**src/rtl/core/fat12ccb_table.sv**
```systemverilog
module fat12ccb_table #(
  parameter int DEPTH = 512,
  parameter int AW    = 9
) (
  input  logic          clk,
  input  logic          we,
  input  logic [AW-1:0] waddr,
  input  logic [7:0]    wdata,
  input  logic          re,
  input  logic [AW-1:0] raddr,
  output logic [7:0]    rdata
);

  logic [7:0] mem [DEPTH];

  // one write and one registered read per cycle
  always_ff @(posedge clk) begin
    if (we) begin
      mem[waddr] <= wdata;
    end
  end

  always_ff @(posedge clk) begin
    if (re) begin
      rdata <= mem[raddr];
    end
  end

endmodule

```
**config.mk**
```make
export PLATFORM = sky130hd
export DESIGN_NAME = fat12ccb_table
export DESIGN_NICKNAME = d
export VERILOG_FILES = /design/src/rtl/core/fat12ccb_table.sv
export SDC_FILE = /design/constraint.sdc
export NUM_CORES = 2
export LEC_CHECK = 0
export ABC_CLOCK_PERIOD_IN_PS = 3200
export BUFFER_PORTS_ARGS = -buffer_cell sky130_fd_sc_hd__buf_2
export CORE_MARGIN = 1
export CORE_UTILIZATION = 41
export DETAILED_ROUTE_END_ITERATION = 10
export PLACE_DENSITY = 0.63
export SLEW_MARGIN = 20
export SYNTH_ARGS = -nofsm -noshare
export SYNTH_HDL_FRONTEND = slang
export SYNTH_SLANG_ARGS = --single-unit
```
**constraint.sdc**
```tcl
create_clock -name clk -period 3.2 [get_ports clk]
set_input_delay 0 -clock clk [delete_from_list [all_inputs] [get_ports clk]]
set_output_delay 0 -clock clk [all_outputs]
set_load 0.03 [all_outputs]
```
# Word-level counts from Yosys, hierarchy flattened
# Memories as Yosys holds them, arrays and structs flattened. A register that Yosys moved wholly into a read port is not among the register bits.
# Index checks and enable logic that the tools add are counted.
# word_totals
regBits	0
latchBits	0
ramBits	4096
mem_bits_ro	0
in_bits	29
output_inout_bits	8
word_cells	3
memories	1
# memory_table
memory	depth	word_bits	read_ports	rd_clocked_by_memory_dff	wr	line_no	rtl
mem	512	8	1	1	1	14	logic [7:0] mem [DEPTH];
# classes
n_addsub	0
mul	0
n_div	0
n_lt_le_gt_ge	0
n_eq_ne	0
n_shift	0
mux	2
bitwise	0
n_reduce_logical	0
# ops
op	count
two-way mux 1 bit	2

# Longest topological paths before layout
# depth
word_depth	2
mapped_depth	12
mapped_depth_nobuf	7

# Worst setup path after synthesis
# No wires, ideal clock.
# synth_path
kind	in2reg
start	in raddr[0]
end	reg rdata[0] (read register of mem), data pin
setup_ps	257
t_arrival_ps	1854
required_ps	2943
setup_slack_ps	1089
stages	10
n_path_buf	4
path_cell_list	buf_4 -> buf_12 -> buf_12 -> buf_2 -> mux4_2 -> o21ai_0 -> nand3_1 -> nand4_1 -> o21ai_0 -> o2111a_1
# synth_rtl
element	line_no	rtl
start: declaration	10	input logic [AW-1:0] raddr,
end: declaration	11	output logic [7:0] rdata

# Worst setup path in the final report
# layout_path
start	in waddr[3]
end	mem mem[307][7], enable pin
# layout_rtl
element	line_no	rtl
start: declaration	7	input logic [AW-1:0] waddr,
end: declaration	14	
# Straight into the memory's write port.

==> flow_summary.html <==
<table>
<tr><th>Metric</th><th>Value</th></tr>
<tr><th colspan="2">Clock tree</th></tr>
<tr><td>CTS root buffer</td><td>clkbuf_16</td></tr>
<tr><td>Count of clock tree sinks</td><td>4104</td></tr>
<tr><td>Clock latency on the worst-skew pair</td><td>1.00 ns</td></tr>
<tr><td>Clk buf depth</td><td>4</td></tr>
<tr><td>PostCTS Resize Cnt</td><td>0</td></tr>
<tr><td>CTS H-Tree Depth</td><td>5</td></tr>
<tr><td>TritonCTS Buffers</td><td>397</td></tr>
<tr><td>TritonCTS clock tree</td><td>done</td></tr>
<tr><td>Clock-pin transition on the worst setup and hold timing paths</td><td>0.06 ns</td></tr>
<tr><th colspan="2">Final layout</th></tr>
<tr><td>Most frequent standard cell in the layout excluding fill and tap cells</td><td>edfxtp_1</td></tr>
<tr><td>Final std cells w/o fill</td><td>14100</td></tr>
<tr><td>Most frequent cells in the layout</td><td>edfxtp_1 (4104), mux2i_1 (797), mux4_2 (654)</td></tr>
<tr><td>Post-layout nets</td><td>8560</td></tr>
<tr><td>Area growth, synth to finish</td><td>14.0%</td></tr>
<tr><td>Fraction of final layout cells sized beyond drive strength 1</td><td>0.207</td></tr>
<tr><td>Non-Filler Cell Area, Final</td><td>182000 µm²</td></tr>
<tr><th colspan="2">Floorplan</th></tr>
<tr><td>Die outline height</td><td>627 µm</td></tr>
<tr><td>Standard cell core area</td><td>389000 µm²</td></tr>
<tr><td>Number of standard-cell rows in the floorplan</td><td>229</td></tr>
<tr><td>Die width</td><td>627 µm</td></tr>
<tr><td>I/O pin cnt</td><td>37</td></tr>
<tr><td>Area of the die</td><td>393000 µm²</td></tr>
<tr><td>Initial Util</td><td>0.412</td></tr>
<tr><th colspan="2">Routing</th></tr>
<tr><td>Vias per cell</td><td>5.92</td></tr>
<tr><td>Total vias in the final route</td><td>83300</td></tr>
<tr><td>1st-pass router iterations</td><td>8</td></tr>
<tr><td>Total Routed Length</td><td>423000 µm</td></tr>
<tr><td>Mean routed wirelength per cell</td><td>30.1 µm</td></tr>
<tr><td>Antenna Nets Post-Route</td><td>0</td></tr>
<tr><td>Count of routing violations after the opening detailed-route iteration</td><td>10900</td></tr>
<tr><td>DRC errors left</td><td>0</td></tr>
<tr><th colspan="2">STA</th></tr>
<tr><td>Max frequency</td><td>0.317 GHz</td></tr>
<tr><td>Final setup margin</td><td>0.0439 ns</td></tr>
<tr><td>Share of the clock period used by the worst path after layout</td><td>0.986</td></tr>
<tr><td>Max-slew violation count</td><td>0</td></tr>
<tr><td>Setup skew after layout</td><td>0.120 ns</td></tr>
<tr><td>Final critical path time including I/O delays and setup</td><td>3.16 ns</td></tr>
<tr><td>Headroom to the max-slew limit</td><td>0.236</td></tr>
<tr><td>Final hold violation count</td><td>0</td></tr>
<tr><td>Setup total negative slack</td><td>0 ns</td></tr>
<tr><td>RSZ-0062 raised after global routing</td><td>no</td></tr>
<tr><td>Final setup violation count</td><td>0</td></tr>
<tr><td>Tightest Pin Transition</td><td>1.15 ns</td></tr>
<tr><th colspan="2">Place</th></tr>
<tr><td>Worst slack at placement</td><td>-0.358 ns</td></tr>
<tr><td>HPWL after detailed placement</td><td>269000 µm</td></tr>
<tr><td>Number of input and output port buffers inserted</td><td>36</td></tr>
<tr><td>Placed Cells incl. Taps</td><td>13300</td></tr>
<tr><td>Post-DP Area</td><td>170000 µm²</td></tr>
<tr><td>Final weighted congestion in routability-driven placement</td><td>0.901</td></tr>
<tr><th colspan="2">Logic synthesis</th></tr>
<tr><td>Dominant combinational cell family by area after synthesis</td><td>multiplexers</td></tr>
<tr><td>Synth Warn #</td><td>0</td></tr>
<tr><td>Simple-gate share of the synthesized area</td><td>0.0263</td></tr>
<tr><td>Number of synthesized flops with an enable pin</td><td>4104</td></tr>
<tr><td>Synthesized-area fraction occupied by xor and xnor cells</td><td>0</td></tr>
<tr><td>Post-synthesis cell type with the largest combined area</td><td>edfxtp_1</td></tr>
<tr><td>Post-synth design cell area</td><td>160000 µm²</td></tr>
<tr><td>Number of different library cells in the post-synthesis netlist</td><td>50</td></tr>
<tr><td>Post-Syn Instances</td><td>8030</td></tr>
<tr><td>Adder-Cell Fraction of Synth Area</td><td>0</td></tr>
<tr><td>Share of the synthesized area in compound gates (AO/OA/AOI/OAI)</td><td>0.0431</td></tr>
<tr><td>FFs w/ async S/R, synth</td><td>0</td></tr>
<tr><td>Number of flip-flops and latches in the synthesized netlist</td><td>4104</td></tr>
<tr><td>Register area share after synthesis</td><td>0.770</td></tr>
<tr><td>Post-synth top flop</td><td>edfxtp_1</td></tr>
<tr><td>Mux cell area share after synthesis</td><td>0.142</td></tr>
<tr><td>Proportion of netlist area held by the largest area contributor</td><td>0.770</td></tr>
<tr><td>Biggest area contributors in the synthesized netlist</td><td>edfxtp_1 (77%), mux4_2 (9.2%), mux2i_1 (5.0%), o221ai_1 (2.0%), nor2_1 (1.4%)</td></tr>
<tr><td>Post-synth net total</td><td>8059</td></tr>
<tr><td>Per-instance average area after synthesis</td><td>19.9 µm²</td></tr>
<tr><th colspan="2">Power and ir drop</th></tr>
<tr><td>Share of power burned in the clock network</td><td>0.409</td></tr>
<tr><td>Reported leakage power</td><td>57.8 nW</td></tr>
<tr><td>Combinational share of power</td><td>0.052</td></tr>
<tr><td>Sequential share of power</td><td>0.539</td></tr>
<tr><td>Max VDD drop</td><td>0.570 mV</td></tr>
<tr><td>Switching component of the power</td><td>24.0 mW</td></tr>
<tr><td>Cell Pwr Density</td><td>603 nW/µm²</td></tr>
<tr><td>Switching share of power</td><td>0.218</td></tr>
<tr><td>Internal power contribution</td><td>86.0 mW</td></tr>
<tr><td>Power after layout</td><td>110 mW</td></tr>
<tr><th colspan="2">Setup path</th></tr>
<tr><td>Highest fanout seen on the critical path</td><td>8</td></tr>
<tr><td>Element type at the critical path end</td><td>flip-flop</td></tr>
<tr><td>Capturing point of the worst reg2reg path</td><td>rdata[5]$_DFFE_PP_</td></tr>
<tr><td>Depth of the worst register-to-register path</td><td>9</td></tr>
<tr><td>Data arrival at the endpoint of the critical path</td><td>3.76 ns</td></tr>
<tr><td>Worst R2R Start</td><td>mem[283][5]$_DFFE_PP_</td></tr>
<tr><td>FF-to-FF setup slack</td><td>0.20 ns</td></tr>
<tr><td>Critical Setup Path Class</td><td>in2reg</td></tr>
<tr><td>Required @ worst endpoint</td><td>3.80 ns</td></tr>
<tr><td>Type of element launching the critical path</td><td>input port</td></tr>
<tr><th colspan="2">Global routing</th></tr>
<tr><td>Number of antenna violations at the first check in global routing</td><td>28</td></tr>
<tr><td>First-pass GRT wire length</td><td>605000 µm</td></tr>
<tr><td>Maximum number of pins on one net before global-route repair</td><td>131</td></tr>
<tr><td>Grt total ovfl</td><td>0</td></tr>
<tr><td>Via count of the first global-routing pass</td><td>82600</td></tr>
<tr><td>GRT Resource Usage Total</td><td>0.212</td></tr>
<tr><th colspan="2">Worst hold path</th></tr>
<tr><td>Worst hold path depth</td><td>6</td></tr>
<tr><td>Hold path startpoint</td><td>waddr[5]</td></tr>
<tr><td>Hold Path End</td><td>mem[479][3]$_DFFE_PP_</td></tr>
<tr><td>Worst hold-check path type</td><td>in2reg</td></tr>
<tr><th colspan="2">Status</th></tr>
<tr><td>Result of the run</td><td>finished clean</td></tr>
<tr><th colspan="2">Job</th></tr>
<tr><td>Maximum capacitance violations</td><td>0</td></tr>
</table>
[cells in the mapped netlist, types with 61 or more instances]
| master | count |
|---|---|
| edfxtp_1 | 4104 |
| mux2i_1 | 797 |
| mux4_2 | 654 |
| nor2_1 | 597 |
| o221ai_1 | 371 |
| clkbuf_1 | 265 |
| a21oi_1 | 194 |
| o22ai_1 | 163 |
| o21ai_0 | 118 |
| nand2_1 | 111 |
| nor3_1 | 109 |
| buf_4 | 70 |
| buf_6 | 64 |
| a22oi_1 | 61 |
[final cells by class]
cell class	instances	area [µm²]
fillers	31900	206000
flip-flops and latches	4104	123000
multi-input cells	3410	34000
clock buffers	481	10300
well taps	5197	6500
repair buffers	615	6130
clock inverters	241	2060
diodes	18	45.0
inverters	3	18.8
[kinds of logic after synthesis]
group                  Yosys count
AND/OR/NAND/NOR                980
flip-flops                    4104
multiplexers                  1451
buffers and inverters          516
AO/OA/AOI/OAI                  979
[per-layer routing]
layer	vias up	wire, µm	GRT usage
met5	-	37	0
met4	6	16100	0.0748
met3	757	38500	0.0367
met2	4220	198000	0.332
met1	43800	171000	0.301
li1	34500	-	-
[flip-flops by register name, indices dropped and copies added (netlist names)]
name,flops
mem,4096
rdata,8
[metrics by stage]
stage	hold WS [ns]	utilization
2_1_floorplan	0.0989	-
3_3_place_gp	0.477	0.436
3_5_place_dp	0.473	0.436
4_1_cts	0.0208	0.469
5_1_grt	0.0928	0.469
6_report	0.115	0.469
[power by group through the flow]
stage	Sequential (mW)	Clock, mW	Combinational, mW
final	59.2	45.0	5.77
after floorplan	60.4	0	2.82
after detailed placement	60.4	0	5.73
after global placement	60.4	0	5.64
after global routing	59.2	47.5	5.99
after CTS	59.2	45.5	5.76
[repair_timing]
action	4_1_cts	5_1_grt
buffers inserted	0	0
hold endpoints to repair	3384	0
hold buffers	18	0
endpoints found under the setup margin	0	0
[worst max-delay path, stage by stage]
cell and delay [ns]:
dlygate4sd3_1 0.64, buf_2 0.18, nor3b_1 0.26, dlygate4sd3_1 0.64
nand3_4 0.17, dlygate4sd3_1 1.01, nor2_1 0.83
[worst max path at each step]
stage                   from  depth (start not counted)                     to  slack (ns)
finish              waddr[3]                          7  mem[307][7]$_DFFE_PP_        0.04
global route        waddr[3]                          7  mem[307][7]$_DFFE_PP_        0.05
CTS                 waddr[3]                          7  mem[307][7]$_DFFE_PP_        0.20
detailed placement  raddr[0]                         13     rdata[0]$_DFFE_PP_       -0.36
global placement    raddr[0]                         13     rdata[5]$_DFFE_PP_       -0.36
floorplan           raddr[0]                         10     rdata[0]$_DFFE_PP_        1.09
No activity file was read; power rests on OpenSTA's default activity.
